==> config.mk <==
export PLATFORM = sky130hd
export DESIGN_NAME = lup_ctrl
export DESIGN_NICKNAME = d
export VERILOG_FILES = /design/src/design/lup_pkg.sv /design/src/design/lup_ctrl.sv
export VERILOG_INCLUDE_DIRS = /design/src /design/src/design
export SDC_FILE = /design/constraint.sdc
export NUM_CORES = 1
export LEC_CHECK = 0
export ABC_CLOCK_PERIOD_IN_PS = 2200
export BUFFER_PORTS_ARGS = -buffer_cell sky130_fd_sc_hd__buf_2
export CAP_MARGIN = 25
export CORE_UTILIZATION = 35
export CTS_BUF_LIST = sky130_fd_sc_hd__clkbuf_4
export DETAILED_ROUTE_END_ITERATION = 10
export GPL_TIMING_DRIVEN = 0
export SYNTH_ARGS = -nofsm -noshare
export SYNTH_HDL_FRONTEND = slang
export SYNTH_SLANG_ARGS = --single-unit
export TNS_END_PERCENT = 20
==> constraint.sdc <==
create_clock -name clk -period 2.2 [get_ports clk]
set_input_delay 0.22 -clock clk [delete_from_list [all_inputs] [get_ports clk]]
set_output_delay 0.22 -clock clk [all_outputs]
set_load 0.1 [all_outputs]
==> src/design/lu_decompose_partial_pivot_defines.svh <==
// ----------------------------------------------------------------------------
// LU decomposition assertion macros
// Concurrent assertion helpers used by the LU decomposition controller.
// ----------------------------------------------------------------------------
`ifndef LU_DECOMPOSE_PARTIAL_PIVOT_DEFINES_SVH
`define LU_DECOMPOSE_PARTIAL_PIVOT_DEFINES_SVH

`ifndef SYNTH
`define LUP_ASSERT_IMP(name, ante, cons, msg) \
  name: assert property (@(posedge clk) disable iff (!rst_n) (ante) |-> (cons)) else $error(msg);
`define LUP_ASSERT_NXT(name, ante, cons, msg) \
  name: assert property (@(posedge clk) disable iff (!rst_n) (ante) |=> (cons)) else $error(msg);
`else
`define LUP_ASSERT_IMP(name, ante, cons, msg)
`define LUP_ASSERT_NXT(name, ante, cons, msg)
`endif

`endif

==> src/design/lup_pkg.sv <==
// ----------------------------------------------------------------------------
// LU decomposition package
// Sizes, codes and the command and status bundles between controller and
// datapath.
// ----------------------------------------------------------------------------
package lup_pkg;

  localparam int MAX_DIM   = 8;
  localparam int FRAC_BITS = 16;

  localparam int DATA_W   = 32;
  localparam int TOL_W    = DATA_W - 1;
  localparam int OP_W     = 2;
  localparam int SEL_W    = 2;
  localparam int IN_IDX_W = 3;
  localparam int DIMF_W   = 4;
  localparam int SWAP_W   = 3;

  localparam int IDX_W = $clog2(MAX_DIM);
  localparam int DIM_W = $clog2(MAX_DIM + 1);
  localparam int DEPTH = MAX_DIM * MAX_DIM;
  localparam int AW    = $clog2(DEPTH);

  localparam logic [DATA_W-1:0] ONE_Q  = DATA_W'(longint'(1) << FRAC_BITS);
  localparam logic [DATA_W-1:0] DMAX_Q = {1'b0, {(DATA_W-1){1'b1}}};
  localparam logic [DATA_W-1:0] DMIN_Q = {1'b1, {(DATA_W-1){1'b0}}};

  localparam logic KIND_READ = 1'b0;
  localparam logic KIND_DONE = 1'b1;

  typedef enum logic [OP_W-1:0] {
    OP_WRITE  = 2'd0,
    OP_DECOMP = 2'd1,
    OP_READ   = 2'd2
  } opcode_t;

  typedef enum logic [SEL_W-1:0] {
    MSEL_P = 2'd0,
    MSEL_L = 2'd1,
    MSEL_U = 2'd2
  } msel_t;

  typedef enum logic [2:0] {
    WS_HOST,
    WS_RD,
    WS_TMP,
    WS_ELIM,
    WS_UPD
  } wsel_t;

  typedef enum logic [2:0] {
    SRC_ZERO,
    SRC_P,
    SRC_L,
    SRC_U,
    SRC_DONE
  } osrc_t;

  typedef struct packed {
    logic [IDX_W-1:0] rd_row;
    logic [IDX_W-1:0] rd_col;
    logic [IDX_W-1:0] wr_row;
    logic [IDX_W-1:0] wr_col;
    logic [IDX_W-1:0] perm_addr;
    logic [IDX_W-1:0] perm_wrow;
    logic             we_u;
    logic             we_l;
    wsel_t            wsel;
    logic             host_cap;
    logic             l_clear;
    logic             cap_a;
    logic             best_init;
    logic             best_upd;
    logic             pv_load;
    logic             div_start;
    logic             f_load;
    logic             uxi_load;
    logic             mul_load;
    logic             perm_init;
    logic             perm_cap;
    logic             perm_we;
    logic             perm_wtmp;
    logic             swaps_clr;
    logic             swaps_inc;
    logic             out_load;
    osrc_t            out_src;
  } cmd_t;

  typedef struct packed {
    logic better;
    logic best_zero;
    logic cur_zero;
    logic div_busy;
  } stat_t;

endpackage

==> src/design/lup_ctrl.sv <==
// ----------------------------------------------------------------------------
// LU decomposition controller
// Command decode, loop counters and sequencing of the factorisation.
// ----------------------------------------------------------------------------
`include "lu_decompose_partial_pivot_defines.svh"

module lup_ctrl
  import lup_pkg::*;
(
  input  logic                clk,
  input  logic                rst_n,
  input  logic                in_valid,
  output logic                in_ready,
  input  logic [OP_W-1:0]     in_opcode,
  input  logic [IN_IDX_W-1:0] in_row_index,
  input  logic [IN_IDX_W-1:0] in_col_index,
  input  logic [SEL_W-1:0]    in_matrix_select,
  input  logic [DIMF_W-1:0]   in_dimension,
  output logic                out_valid,
  input  logic                out_ready,
  output cmd_t                cmd,
  input  stat_t               stat
);

  typedef enum logic [4:0] {
    S_IDLE, S_WR, S_RD, S_RDO, S_INIT,
    S_PS0, S_PS1, S_PSR, S_PSC, S_PZ,
    S_SW1, S_SW2, S_SW3, S_SW4,
    S_PV0, S_PV1, S_E1, S_E2, S_DIV, S_EW,
    S_I1, S_I2, S_I3, S_I4, S_YNEXT, S_NEXT, S_DONE
  } state_t;

  state_t              state_r, state_nxt;
  logic [DIM_W-1:0]    x_r, x_nxt, y_r, y_nxt, i_r, i_nxt, piv_r, piv_nxt, n_r, n_nxt;
  logic [IN_IDX_W-1:0] row_r, row_nxt, col_r, col_nxt;
  logic [SEL_W-1:0]    sel_r, sel_nxt;
  logic                inside_r, inside_nxt;
  logic                out_valid_r, out_valid_nxt;
  logic                in_fire;
  logic [DIM_W-1:0]    dim_clamp;

  assign in_fire   = in_valid && in_ready;
  assign out_valid = out_valid_r;

  always_comb begin
    if (in_dimension == '0) begin
      dim_clamp = DIM_W'(1);
    end else if (int'(in_dimension) > MAX_DIM) begin
      dim_clamp = DIM_W'(MAX_DIM);
    end else begin
      dim_clamp = DIM_W'(in_dimension);
    end
  end

  always_comb begin
    state_nxt     = state_r;
    x_nxt         = x_r;
    y_nxt         = y_r;
    i_nxt         = i_r;
    piv_nxt       = piv_r;
    n_nxt         = n_r;
    row_nxt       = row_r;
    col_nxt       = col_r;
    sel_nxt       = sel_r;
    inside_nxt    = inside_r;
    out_valid_nxt = out_valid_r && !out_ready;
    in_ready      = 1'b0;
    cmd           = '0;
    unique case (state_r)
      S_IDLE: begin
        in_ready     = !out_valid_r || out_ready;
        cmd.host_cap = in_fire;
        if (in_fire) begin
          row_nxt    = in_row_index;
          col_nxt    = in_col_index;
          sel_nxt    = in_matrix_select;
          inside_nxt = (int'(in_row_index) < MAX_DIM) && (int'(in_col_index) < MAX_DIM);
          case (in_opcode)
            OP_WRITE:  state_nxt = S_WR;
            OP_READ:   state_nxt = S_RD;
            OP_DECOMP: begin
              n_nxt     = dim_clamp;
              x_nxt     = '0;
              state_nxt = S_INIT;
            end
            default: state_nxt = S_IDLE;
          endcase
        end
      end
      S_WR: begin
        cmd.we_u   = inside_r;
        cmd.wr_row = IDX_W'(row_r);
        cmd.wr_col = IDX_W'(col_r);
        cmd.wsel   = WS_HOST;
        state_nxt  = S_IDLE;
      end
      S_RD: begin
        cmd.rd_row = IDX_W'(row_r);
        cmd.rd_col = IDX_W'(col_r);
        state_nxt  = S_RDO;
      end
      S_RDO: begin
        cmd.rd_col    = IDX_W'(col_r);
        cmd.perm_addr = IDX_W'(row_r);
        cmd.out_load  = 1'b1;
        if (!inside_r) begin
          cmd.out_src = SRC_ZERO;
        end else begin
          case (sel_r)
            MSEL_P:  cmd.out_src = SRC_P;
            MSEL_L:  cmd.out_src = SRC_L;
            MSEL_U:  cmd.out_src = SRC_U;
            default: cmd.out_src = SRC_ZERO;
          endcase
        end
        out_valid_nxt = 1'b1;
        state_nxt     = S_IDLE;
      end
      S_INIT: begin
        cmd.l_clear   = 1'b1;
        cmd.perm_init = 1'b1;
        cmd.swaps_clr = 1'b1;
        x_nxt         = '0;
        state_nxt     = S_PS0;
      end
      S_PS0: begin
        cmd.rd_row = IDX_W'(x_r);
        cmd.rd_col = IDX_W'(x_r);
        piv_nxt    = x_r;
        y_nxt      = x_r + 1'b1;
        state_nxt  = S_PS1;
      end
      S_PS1: begin
        cmd.best_init = 1'b1;
        state_nxt     = (y_r < n_r) ? S_PSR : S_PZ;
      end
      S_PSR: begin
        cmd.rd_row = IDX_W'(y_r);
        cmd.rd_col = IDX_W'(x_r);
        state_nxt  = S_PSC;
      end
      S_PSC: begin
        if (stat.better) begin
          cmd.best_upd = 1'b1;
          piv_nxt      = y_r;
        end
        y_nxt     = y_r + 1'b1;
        state_nxt = (y_r + 1'b1 < n_r) ? S_PSR : S_PZ;
      end
      S_PZ: begin
        i_nxt = '0;
        if (stat.best_zero) begin
          state_nxt = S_NEXT;
        end else if (piv_r != x_r) begin
          state_nxt = S_SW1;
        end else begin
          state_nxt = S_PV0;
        end
      end
      S_SW1: begin
        cmd.rd_row = IDX_W'(x_r);
        cmd.rd_col = IDX_W'(i_r);
        state_nxt  = S_SW2;
      end
      S_SW2: begin
        cmd.rd_row    = IDX_W'(piv_r);
        cmd.rd_col    = IDX_W'(i_r);
        cmd.cap_a     = 1'b1;
        cmd.perm_addr = IDX_W'(x_r);
        cmd.perm_cap  = (i_r == '0);
        state_nxt     = S_SW3;
      end
      S_SW3: begin
        cmd.wr_row    = IDX_W'(x_r);
        cmd.wr_col    = IDX_W'(i_r);
        cmd.we_u      = 1'b1;
        cmd.we_l      = i_r < x_r;
        cmd.wsel      = WS_RD;
        cmd.perm_addr = IDX_W'(piv_r);
        cmd.perm_we   = (i_r == '0);
        cmd.perm_wrow = IDX_W'(x_r);
        state_nxt     = S_SW4;
      end
      S_SW4: begin
        cmd.wr_row    = IDX_W'(piv_r);
        cmd.wr_col    = IDX_W'(i_r);
        cmd.we_u      = 1'b1;
        cmd.we_l      = i_r < x_r;
        cmd.wsel      = WS_TMP;
        cmd.perm_we   = (i_r == '0);
        cmd.perm_wtmp = 1'b1;
        cmd.perm_wrow = IDX_W'(piv_r);
        if (i_r == DIM_W'(MAX_DIM - 1)) begin
          cmd.swaps_inc = 1'b1;
          state_nxt     = S_PV0;
        end else begin
          i_nxt     = i_r + 1'b1;
          state_nxt = S_SW1;
        end
      end
      S_PV0: begin
        cmd.rd_row = IDX_W'(x_r);
        cmd.rd_col = IDX_W'(x_r);
        state_nxt  = S_PV1;
      end
      S_PV1: begin
        cmd.pv_load = 1'b1;
        y_nxt       = x_r + 1'b1;
        state_nxt   = (x_r + 1'b1 < n_r) ? S_E1 : S_NEXT;
      end
      S_E1: begin
        cmd.rd_row = IDX_W'(y_r);
        cmd.rd_col = IDX_W'(x_r);
        state_nxt  = S_E2;
      end
      S_E2: begin
        if (stat.cur_zero) begin
          state_nxt = S_YNEXT;
        end else begin
          cmd.div_start = 1'b1;
          state_nxt     = S_DIV;
        end
      end
      S_DIV: begin
        if (!stat.div_busy) begin
          cmd.f_load = 1'b1;
          state_nxt  = S_EW;
        end
      end
      S_EW: begin
        cmd.wr_row = IDX_W'(y_r);
        cmd.wr_col = IDX_W'(x_r);
        cmd.we_u   = 1'b1;
        cmd.we_l   = 1'b1;
        cmd.wsel   = WS_ELIM;
        i_nxt      = x_r + 1'b1;
        state_nxt  = (x_r + 1'b1 < n_r) ? S_I1 : S_YNEXT;
      end
      S_I1: begin
        cmd.rd_row = IDX_W'(x_r);
        cmd.rd_col = IDX_W'(i_r);
        state_nxt  = S_I2;
      end
      S_I2: begin
        cmd.uxi_load = 1'b1;
        cmd.rd_row   = IDX_W'(y_r);
        cmd.rd_col   = IDX_W'(i_r);
        state_nxt    = S_I3;
      end
      S_I3: begin
        cmd.mul_load = 1'b1;
        state_nxt    = S_I4;
      end
      S_I4: begin
        cmd.wr_row = IDX_W'(y_r);
        cmd.wr_col = IDX_W'(i_r);
        cmd.we_u   = 1'b1;
        cmd.wsel   = WS_UPD;
        if (i_r + 1'b1 < n_r) begin
          i_nxt     = i_r + 1'b1;
          state_nxt = S_I1;
        end else begin
          state_nxt = S_YNEXT;
        end
      end
      S_YNEXT: begin
        if (y_r + 1'b1 < n_r) begin
          y_nxt     = y_r + 1'b1;
          state_nxt = S_E1;
        end else begin
          state_nxt = S_NEXT;
        end
      end
      S_NEXT: begin
        if (x_r + 1'b1 < n_r) begin
          x_nxt     = x_r + 1'b1;
          state_nxt = S_PS0;
        end else begin
          state_nxt = S_DONE;
        end
      end
      S_DONE: begin
        cmd.out_load  = 1'b1;
        cmd.out_src   = SRC_DONE;
        out_valid_nxt = 1'b1;
        state_nxt     = S_IDLE;
      end
      default: state_nxt = S_IDLE;
    endcase
  end

  always_ff @(posedge clk) begin
    if (!rst_n) begin
      state_r     <= S_IDLE;
      x_r         <= '0;
      y_r         <= '0;
      i_r         <= '0;
      piv_r       <= '0;
      n_r         <= DIM_W'(MAX_DIM);
      inside_r    <= 1'b0;
      out_valid_r <= 1'b0;
    end else begin
      state_r     <= state_nxt;
      x_r         <= x_nxt;
      y_r         <= y_nxt;
      i_r         <= i_nxt;
      piv_r       <= piv_nxt;
      n_r         <= n_nxt;
      inside_r    <= inside_nxt;
      out_valid_r <= out_valid_nxt;
    end
  end

  always_ff @(posedge clk) begin
    row_r <= row_nxt;
    col_r <= col_nxt;
    sel_r <= sel_nxt;
  end

  `LUP_ASSERT_IMP(a_ready_idle, in_ready, state_r == S_IDLE, "input taken outside idle")
  `LUP_ASSERT_IMP(a_slot_free, (state_r == S_RDO) || (state_r == S_DONE), !out_valid_r, "result slot still occupied")
  `LUP_ASSERT_NXT(a_div_runs, (state_r == S_E2) && cmd.div_start, stat.div_busy, "divider did not start")
  `LUP_ASSERT_IMP(a_col_range, state_r != S_IDLE, x_r < n_r, "column counter beyond matrix size")

endmodule

* Yosys cells after proc, flatten, opt, wreduce, memory -nomap -nowiden
Index checks and enable logic that the tools add are counted.
** Operators by class
- Add/subtract/negate cells :: 3
- Order comparisons :: 6
- Equality and inequality tests :: 40
- Muxes and demuxes :: 59
- Reduce and logical (&&, ||, !) cells :: 30
** Operators with widths (number)
- 5-bit one-hot mux with 24 select lines :: 1
- 4-bit 2-to-1 mux :: 16
- 5-bit equality test (second input constant) :: 11
- 5-bit by 4-bit equality test with 1-bit output (second input constant) :: 8
- 6-bit one-hot mux with 5 select lines :: 1
- 3-bit one-hot mux with 3 select lines :: 3
- 3-bit one-hot mux with 4 select lines :: 2
- 4-bit one-hot mux with 3 select lines :: 2
- 5-bit by 3-bit equality test with 1-bit output (second input constant) :: 4
- 4-bit less-than comparator :: 5
- 1-bit 2-to-1 mux :: 20
- 5-bit 2-to-1 mux :: 4
- 4-bit one-hot mux with 2 select lines :: 2
- 4-bit one-hot mux with 4 select lines :: 1
- 4-bit OR reduction :: 4
- 2-bit != test (second input constant) :: 7
- 4-bit by 1-bit adder with 4-bit output (second input constant) :: 3
- 5-bit by 2-bit equality test with 1-bit output (second input constant) :: 2
- 3-bit 2-to-1 mux :: 3
- 4-bit zero test :: 2
- 2-bit AND reduction :: 4
- 2-bit OR reduction :: 4
- 2-bit one-hot mux with 3 select lines :: 1
- 3-bit one-hot mux with 2 select lines :: 1
- 19 further kinds :: 27
** Word-level totals
- Bits in registers :: 35
- Input port bits :: 22
- Output and inout port bits :: 45
- Word-level logic and storage cells :: 149

* Logic depth before layout (Yosys ltp)
Gate-level depths: netlist (run 1).
- Depth in word-level cells :: 6
- Mapped depth :: 9
- Gate-level depth less buffers :: 9

* Least setup slack after synthesis (run 1)
No wires, ideal clock.
- Kind :: reg2out
- Start :: register x_r[1]
- End :: output port cmd[23] (netlist bit)
- Arrival :: 3.498 ns
- Data required time :: 1.980 ns
- Slack :: -1.518 ns
- Stages on the path, launching flop included :: 8
- Path buffers :: 1
- Cells stage by stage :: dfxtp_1 clkbuf_1 inv_1 ha_1 a21boi_0 o21ai_0 a21boi_0 o31ai_1
** RTL lines
- start: declaration :: line lup_ctrl.sv:34 : logic [DIM_W-1:0] x_r, x_nxt, y_r, y_nxt, i_r, i_nxt, piv_r, piv_nxt, n_r, n_nxt;
- start signal: assignment :: line lup_ctrl.sv:304 : x_r <= x_nxt;
- end: declaration :: line lup_ctrl.sv:21 : output cmd_t cmd,

==> metrics.log, run 1 <==
[metrics] switching part of the total: 43.1%
[metrics] Final setup viols: 25
[metrics] hpwl dp: 8900 um
[metrics] gate count of the mapped netlist: 413
[metrics] most used flip-flop cell after synthesis: sky130_fd_sc_hd__dfxtp_1
[metrics] die width: 98.6 um
[metrics] total via count after detailed routing: 3736
[metrics] DIE AREA: 0.00973 sq mm
[metrics] worst hold path type: input pin to register
[metrics] share of cells above drive strength 1: 45.1%
[metrics] wirelength, routed: 12700 um
[metrics] total number of H-tree levels: 2
[metrics] number of synthesized flops with an enable pin: 8
[metrics] required arrival time at the worst endpoint: 1.98 ns
[metrics] Congestion Overflow GR: 0
[metrics] number of hold violations in the final report: 0
[metrics] Avg Synthesized Cell Area: 7.91 sq um
[metrics] post-synthesis sequential element count: 35
[metrics] sequential-to-total area share from yosys stat: 23.9%
[metrics] count of TritonRoute iterations in the first routing pass: 6
[metrics] Synth area leaders: sky130_fd_sc_hd__dfxtp_1, sky130_fd_sc_hd__ha_1, sky130_fd_sc_hd__edfxtp_1
[metrics] highest ir drop seen on vdd: 248 uV
[metrics] distinct cell type count after synthesis: 75
[metrics] antenna-violating nets left: 0
[metrics] worst setup path class: register to output port
[metrics] core outline area: 0.00889 sq mm
[metrics] synthesis warning total: 0
[metrics] Final Worst Setup Slack: -0.164 ns
[metrics] worst-path fanout max: 8
[metrics] TritonCTS Sinks: 35
[metrics] post-route cell area: 0.00495 sq mm
[metrics] Initial DRC Count: 321
[metrics] global-route usage over all layers: 26.5%
[metrics] Lkg Pwr: 2.10 nW
[metrics] Worst-path clk slew: 0.14 ns
[metrics] via count of the first global-routing pass: 3667
[metrics] CTS tree: built
[metrics] commonest cells after routing, fill and taps aside: sky130_fd_sc_hd__buf_4, sky130_fd_sc_hd__nor2_1, sky130_fd_sc_hd__nand2_1, sky130_fd_sc_hd__buf_2, sky130_fd_sc_hd__buf_6
[metrics] total internal power: 0.00126 W
[metrics] fraction of the core area covered by cells at the end of the flow: 55.7%
[metrics] RD Place Congestion: 0.960
[metrics] IO Port Bufs: 66
[metrics] number of buffers created by CTS: 5
[metrics] setup repair after global routing missed its margin: yes
[metrics] portion of total power attributed to sequential cells: 32.6%
[metrics] detailed-route vias per instance: 5.98
[metrics] Clock Tree Root: sky130_fd_sc_hd__clkbuf_4
[metrics] actual slew at the worst max-slew pin: 0.689 ns
[metrics] DRC violations left: 0
[metrics] antenna fix cells: 0
[metrics] largest net degree at the start of global routing: 13
[metrics] sort of element at the start of the critical path: register
[metrics] maximum clock rate: 423 MHz
[metrics] clk buf depth: 2
[metrics] leading cell type in the layout, fill and taps excluded: sky130_fd_sc_hd__buf_4
[metrics] mapped cell area: 0.00327 sq mm
[metrics] Filler cells: 779
[metrics] Period Utilization, post-route: 107%
[metrics] Area Overhead vs Synth: 51.6%
[metrics] post-placement cell count: 587
[metrics] Worst EP arrival: 2.14 ns
[metrics] cell area power density: 448 mW/mm^2
[metrics] wire length per cell: 20.3 um
[metrics] synthesized netlist net count: 456
[metrics] Combinational Power Share: 44.4%
[metrics] std cell rows: 34
[metrics] Relative slew margins: 54.1%
[metrics] overall die height: 98.6 um
[metrics] initial cell density of the core: 36.8%
[metrics] wire length of the first global-routing pass: 19900 um
[metrics] violated checks: negative setup slack
[metrics] instance area after placement: 0.00384 sq mm
[metrics] Synth async-reset ratio: 0%
[metrics] sw power: 0.000957 W
[metrics] Tmin final: 2.36 ns
[metrics] Critical Path Sink Type: output port
[metrics] Clock Latency Late Sink: 0.37 ns
[metrics] largest area contributor in the synthesized netlist: sky130_fd_sc_hd__dfxtp_1
[metrics] boundary pin count: 67
[metrics] Yosys top cell area share: 16.5%
[metrics] NumNets Final: 559
[metrics] final clock skew: 0.0145 ns
[metrics] number of violations of the max-capacitance limit: 0
[metrics] pins over their slew limit: 0
[metrics] clock network power share: 23.0%
[metrics] antenna violations before repair: 0
[metrics] status: finished with violations
[metrics] Final Instance Count excl. Fillers: 625
[sequential cells by signal, summed over array words and instances, names as in the netlist]
register   count
i_r            4
x_r            4
out_valid      1
row_r          3
col_r          3
piv_r          4
y_r            4
state_r        5
n_r            4
inside_r       1
sel_r          2
[cell families after synthesis]
group | share of synthesized area, %
flops | 23.9
fa+ha+maj | 8.04
simple gates | 27.3
xor+xnor | 3.22
mux | 2.79
buf+inv | 7.96
compound gates | 26.8
[power by group through the flow]
stage	Combinational (W)	Sequential (W)	Clock, W
6_report	0.000985	0.000724	0.000511
5_1_grt	0.00103	0.000730	0.000544
4_1_cts	0.000936	0.000725	0.000511
3_5_place_dp	0.000773	0.000742	0
3_3_place_gp	0.000771	0.000742	0
2_1_floorplan	0.000605	0.000735	0
[cells in the mapped netlist (12+ instances only)]
library cell / number
sky130_fd_sc_hd__o21ai_0: 14
sky130_fd_sc_hd__nor2_1: 51
sky130_fd_sc_hd__nand2b_1: 14
sky130_fd_sc_hd__nand2_1: 29
sky130_fd_sc_hd__clkbuf_1: 12
sky130_fd_sc_hd__a21oi_1: 13
sky130_fd_sc_hd__ha_1: 21
sky130_fd_sc_hd__dfxtp_1: 27
sky130_fd_sc_hd__nor3_1: 15
sky130_fd_sc_hd__inv_1: 27
[path summary, 6_finish.rpt]
| kind | endpoint | depth (start not counted) | slack [ns] | from |
|---|---|---|---|---|
| setup / recovery | cmd[42] | 8 | -0.16 | state_r[0]$_SDFFE_PN0P_ |
| hold / removal | sel_r[1]$_DFFE_PP_ | 1 | 0.01 | in_matrix_select[1] |
| setup reg to reg | i_r[3]$_SDFFE_PN0P_ | 10 | -0.12 | i_r[0]$_SDFFE_PN0P_ |
| hold reg to reg | n_r[1]$_SDFFE_PN0P_ | 2 | 0.52 | n_r[1]$_SDFFE_PN0P_ |
[metrics by stage]
| step | TNS, ns | setup slack [ns] | hold WS, ns | power [W] |
|---|---|---|---|---|
| detailed placement | -7.30 | -0.509 | 0.398 | 0.00152 |
| global placement | -6.98 | -0.484 | 0.398 | 0.00151 |
| global route | -3.32 | -0.236 | 0.00301 | 0.00230 |
| finish | -1.52 | -0.164 | 0.0107 | 0.00222 |
| floorplan | -7.89 | -0.421 | 0.319 | 0.00134 |
| CTS | -0.598 | -0.0833 | 0.0173 | 0.00217 |
[critical path: stages (launching register included)]
cell and delay (ns):
sky130_fd_sc_hd__dfxtp_2 0.36, sky130_fd_sc_hd__buf_6 0.14, sky130_fd_sc_hd__buf_8 0.13, sky130_fd_sc_hd__buf_4 0.14
sky130_fd_sc_hd__nor2_2 0.22, sky130_fd_sc_hd__a22oi_1 0.15, sky130_fd_sc_hd__o32ai_2 0.28, sky130_fd_sc_hd__a21o_1 0.18
sky130_fd_sc_hd__buf_12 0.19
[layer usage]
metal,share of wire (%),up-vias,GRT usage [%]
met2,46,232,43.2
met5,0,-,0
met1,41,1754,35.6
li1,-,1721,-
met4,2.6,0,9.87
met3,9.5,29,3.83
[final cells by class]
type                            count  area (sq um)  share of cell area [%]
Clock buffer                        5          37.5                   0.758
Clock inverter                      3          43.8                   0.884
Tap cell                          108           135                    2.73
Inverter                           27           111                    2.25
Timing Repair Buffer               98           858                    17.3
Multi-Input combinational cell    322          2680                    54.1
Sequential cell                    35           813                    16.4
Buffer                             27           274                    5.53
[repair_timing]
action / in CTS / in global routing
endpoints found under the hold margin: 0 / 1
endpoints found under the setup margin: 56 / 49
pin swaps: 26 / 14
hold buffers: 0 / 1
resized for setup: 173 / 53
buffers inserted: 24 / 7
(Power assumes the default switching activity.)
==> run 2, diff against run 1 <==
ABC_AREA = 1   (was default)
REMOVE_ABC_BUFFERS = 1   (was default)
==> run 2 against run 1 <==
- largest power group is now registers
- critical path depth did not move
- highest routed layer unchanged
- clock power about the same
- clock-buffer cell count unchanged
- sequential cell count did not move
- the run still ends with negative setup slack left
- area after synthesis is 6.9% lower
- synthesized cell count rose by 15%
- global-route usage shrank 3.2 points
- non-clock buffer count is 38 lower
- clock skew decreased by 0.0079 ns
- combinational power decreased by 31%
==> metrics.log, run 2 <==
[metrics] status: finished with violations
[metrics] violated checks: negative setup slack
[metrics] final clock skew: 0.00665 ns (-0.00786 ns)
[metrics] CTS tree: built
[metrics] wire length of the first global-routing pass: 16000 um (-20%)
[metrics] Final setup viols: 6 (-76%)
[metrics] Worst EP arrival: 2.05 ns (-0.09 ns)
[metrics] Clock Latency Late Sink: 0.36 ns (about the same)
[metrics] Synth area leaders: sky130_fd_sc_hd__dfxtp_1, sky130_fd_sc_hd__nand2_1, sky130_fd_sc_hd__ha_1
[metrics] Filler cells: 847 (+8.7%)
[metrics] Area Overhead vs Synth: 35.5%
[metrics] actual slew at the worst max-slew pin: 0.578 ns (-0.110 ns)
[metrics] antenna-violating nets left: 0 (unchanged)
[metrics] fraction of the core area covered by cells at the end of the flow: 49.7% (-6.0 points)
[metrics] TritonCTS Sinks: 35 (unchanged)
[metrics] post-route cell area: 0.00412 sq mm (-17%)
[metrics] start point of the critical path: state_r[1]$_SDFFE_PN0P_
[metrics] commonest cells after routing, fill and taps aside: sky130_fd_sc_hd__nand2_1, sky130_fd_sc_hd__inv_1, sky130_fd_sc_hd__nor2_1
[metrics] number of hold violations in the final report: 0 (unchanged)
[metrics] Relative slew margins: 61.3% (+7.2 points)
[metrics] sequential-to-total area share from yosys stat: 25.6% (+1.8 points)
[metrics] cell area power density: 462 mW/mm^2 (+3.1%)
[metrics] die width: 95.3 um (-3.4%)
[metrics] number of synthesized flops with an enable pin: 8 (unchanged)
[metrics] Synth async-reset ratio: 0% (unchanged)
[metrics] overall power after layout: 0.00191 W (-14%)
[metrics] DIE AREA: 0.00907 sq mm (-6.7%)
[metrics] share of cells above drive strength 1: 32.4% (-13 points)
[metrics] top register by number of flip-flops: state_r
[metrics] global-route usage over all layers: 23.3% (-3.2 points)
[metrics] maximum clock rate: 440 MHz (+4.0%)
[metrics] antenna fix cells: 0 (unchanged)
[metrics] Final Worst Setup Slack: -0.0728 ns (+0.0909 ns)
[metrics] antenna violations before repair: 0 (unchanged)
[metrics] total via count after detailed routing: 3553 (-4.9%)
[metrics] count of TritonRoute iterations in the first routing pass: 5 (-1)
[metrics] overall die height: 95.3 um (-3.4%)
[metrics] post-synthesis sequential element count: 35 (unchanged)
[metrics] Final Instance Count excl. Fillers: 666 (+6.6%)
[metrics] wirelength, routed: 10600 um (-16%)
[metrics] worst setup path class: register to output port
[metrics] core outline area: 0.00830 sq mm (-6.7%)
[metrics] std cell rows: 33 (-2.9%)
[metrics] number of buffers created by CTS: 5 (unchanged)
[metrics] source of the worst register-to-register timing path: x_r[2]$_SDFFE_PN0P_
[metrics] Worst-path clk slew: 0.13 ns (about the same)
[metrics] pins over their slew limit: 0 (unchanged)
[metrics] clk buf depth: 2 (unchanged)
[metrics] required arrival time at the worst endpoint: 1.98 ns (about the same)
[metrics] Clock Tree Root: sky130_fd_sc_hd__clkbuf_4
[metrics] setup repair after global routing missed its margin: yes
[metrics] hpwl dp: 7950 um (-11%)
[metrics] Critical Path Sink Type: output port
[metrics] NumNets Final: 603 (+7.9%)
[metrics] worst-path fanout max: 6 (-2)
[metrics] leading cell type in the layout, fill and taps excluded: sky130_fd_sc_hd__nand2_1
[metrics] instance area after placement: 0.00346 sq mm (-9.8%)
[metrics] largest area contributor in the synthesized netlist: sky130_fd_sc_hd__dfxtp_1
[metrics] Congestion Overflow GR: 0 (unchanged)
[metrics] post-placement cell count: 637 (+8.5%)
[metrics] detailed-route vias per instance: 5.33 (-11%)
[metrics] beginning of the worst hold path: in_matrix_select[0]
[metrics] boundary pin count: 67 (unchanged)
[metrics] Period Utilization, post-route: 103% (-4.1 points)
[metrics] Avg Synthesized Cell Area: 6.40 sq um (-19%)
[metrics] cell with the most instances after synthesis: sky130_fd_sc_hd__nand2_1
[metrics] Lkg Pwr: 2.00 nW (-5.2%)
[metrics] sort of element at the start of the critical path: register
[metrics] IO Port Bufs: 66 (unchanged)
[metrics] distinct cell type count after synthesis: 38 (-49%)
[metrics] wire length per cell: 15.9 um (-21%)
[metrics] mapped cell area: 0.00304 sq mm (-6.9%)
[metrics] flip-flop count of the largest register after layout: 5 (unchanged)
[metrics] via count of the first global-routing pass: 3177 (-13%)
[metrics] initial cell density of the core: 36.7% (-0.077 points)
[metrics] number of violations of the max-capacitance limit: 0 (unchanged)
[metrics] most used flip-flop cell after synthesis: sky130_fd_sc_hd__dfxtp_1
[metrics] synthesis warning total: 0 (unchanged)
[metrics] Tmin final: 2.27 ns (-0.0909 ns)
[metrics] Initial DRC Count: 366 (+14%)
[metrics] total number of H-tree levels: 2 (unchanged)
[metrics] highest ir drop seen on vdd: 193 uV (-22%)
[metrics] largest net degree at the start of global routing: 16 (+3)
[metrics] Yosys top cell area share: 17.8% (+1.2 points)
[metrics] worst hold path type: input pin to register
[metrics] DRC violations left: 0 (unchanged)
[metrics] gate count of the mapped netlist: 476 (+15%)
[metrics] ranking of synthesized cells by instance count: sky130_fd_sc_hd__nand2_1, sky130_fd_sc_hd__inv_1, sky130_fd_sc_hd__nor2_1, sky130_fd_sc_hd__nand3_1
[metrics] RD Place Congestion: 0.925 (-3.6%)
## run 2: path summary, 6_finish.rpt
check / end / slack [ns] / depth (start not counted)
worst min register to register: n_r[1]$_SDFFE_PN0P_ / 0.49 / 2
worst max-delay path: cmd[34] / -0.07 / 8
worst max register to register: state_r[3]$_SDFFE_PN0P_ / 0.06 / 10
worst min-delay path: sel_r[0]$_DFFE_PP_ / 0.02 / 1
## run 2: final cells by class
class                           instances  area, sq um  area share (%)
Sequential cell                        35          825            20.0
Multi-Input combinational cell        352         2090            50.8
Inverter                               79          310            7.52
Tap cell                              105          131            3.19
Clock inverter                          3         47.5            1.15
Timing Repair Buffer                   87          678            16.4
Clock buffer                            5         37.5           0.910
## run 2: cell families (layout without fill, tap and decap cells)
logic type | Yosys count | count (layout) | share of synthesized area (%)
xor gates and xnor gates | 9 | 9 | 2.59
adders and majority gates | 21 | 21 | 8.63
AOI/OAI and AO/OA | 80 | 80 | 15.5
buffers and inverters | 89 | 174 | 11.3
and+or+nand+nor | 242 | 242 | 36.3
DFF | 35 | 35 | 25.6
## run 2: what timing repair did
action	4_1_cts	5_1_grt
pin swaps	2	10
cloned	0	0
setup buffers	9	12
setup endpoints to repair	48	45
resized for setup	82	61
hold buffers	0	0
## run 2: routing by layer
metal / track usage, % / wire, um / up-vias
li1: - / - / 1728
met1: 32.1 / 4800 / 1635
met2: 37.0 / 4790 / 168
met3: 3.19 / 753 / 22
met4: 8.46 / 273 / 0
met5: 0 / 0 / -
## run 2: stage by stage
| stage | setup WS, ns | TNS [ns] | hold slack (ns) |
|---|---|---|---|
| 2_1_floorplan | -2.77 | -45.22 | 0.318 |
| 3_3_place_gp | -0.334 | -7.60 | 0.398 |
| 3_5_place_dp | -0.311 | -6.59 | 0.398 |
| 4_1_cts | -0.0411 | -0.159 | 0.0127 |
| 5_1_grt | -0.153 | -0.885 | 0.00522 |
| 6_report | -0.0728 | -0.216 | 0.0213 |
## run 2: where the power goes
part           switching [W]  internal, W
sequential         0.0000318     0.000687
combinational       0.000491     0.000186
clock               0.000264     0.000245
total               0.000787      0.00112
## run 2: critical path, stage by stage (launching register included)
cell and delay (ns):
sky130_fd_sc_hd__dfxtp_4 0.40, sky130_fd_sc_hd__buf_4 0.15, sky130_fd_sc_hd__nor2_4 0.13, sky130_fd_sc_hd__buf_4 0.15, sky130_fd_sc_hd__nand2_1 0.06, sky130_fd_sc_hd__nor2_2 0.17
sky130_fd_sc_hd__inv_1 0.14, sky130_fd_sc_hd__o21ai_1 0.23, sky130_fd_sc_hd__buf_6 0.26
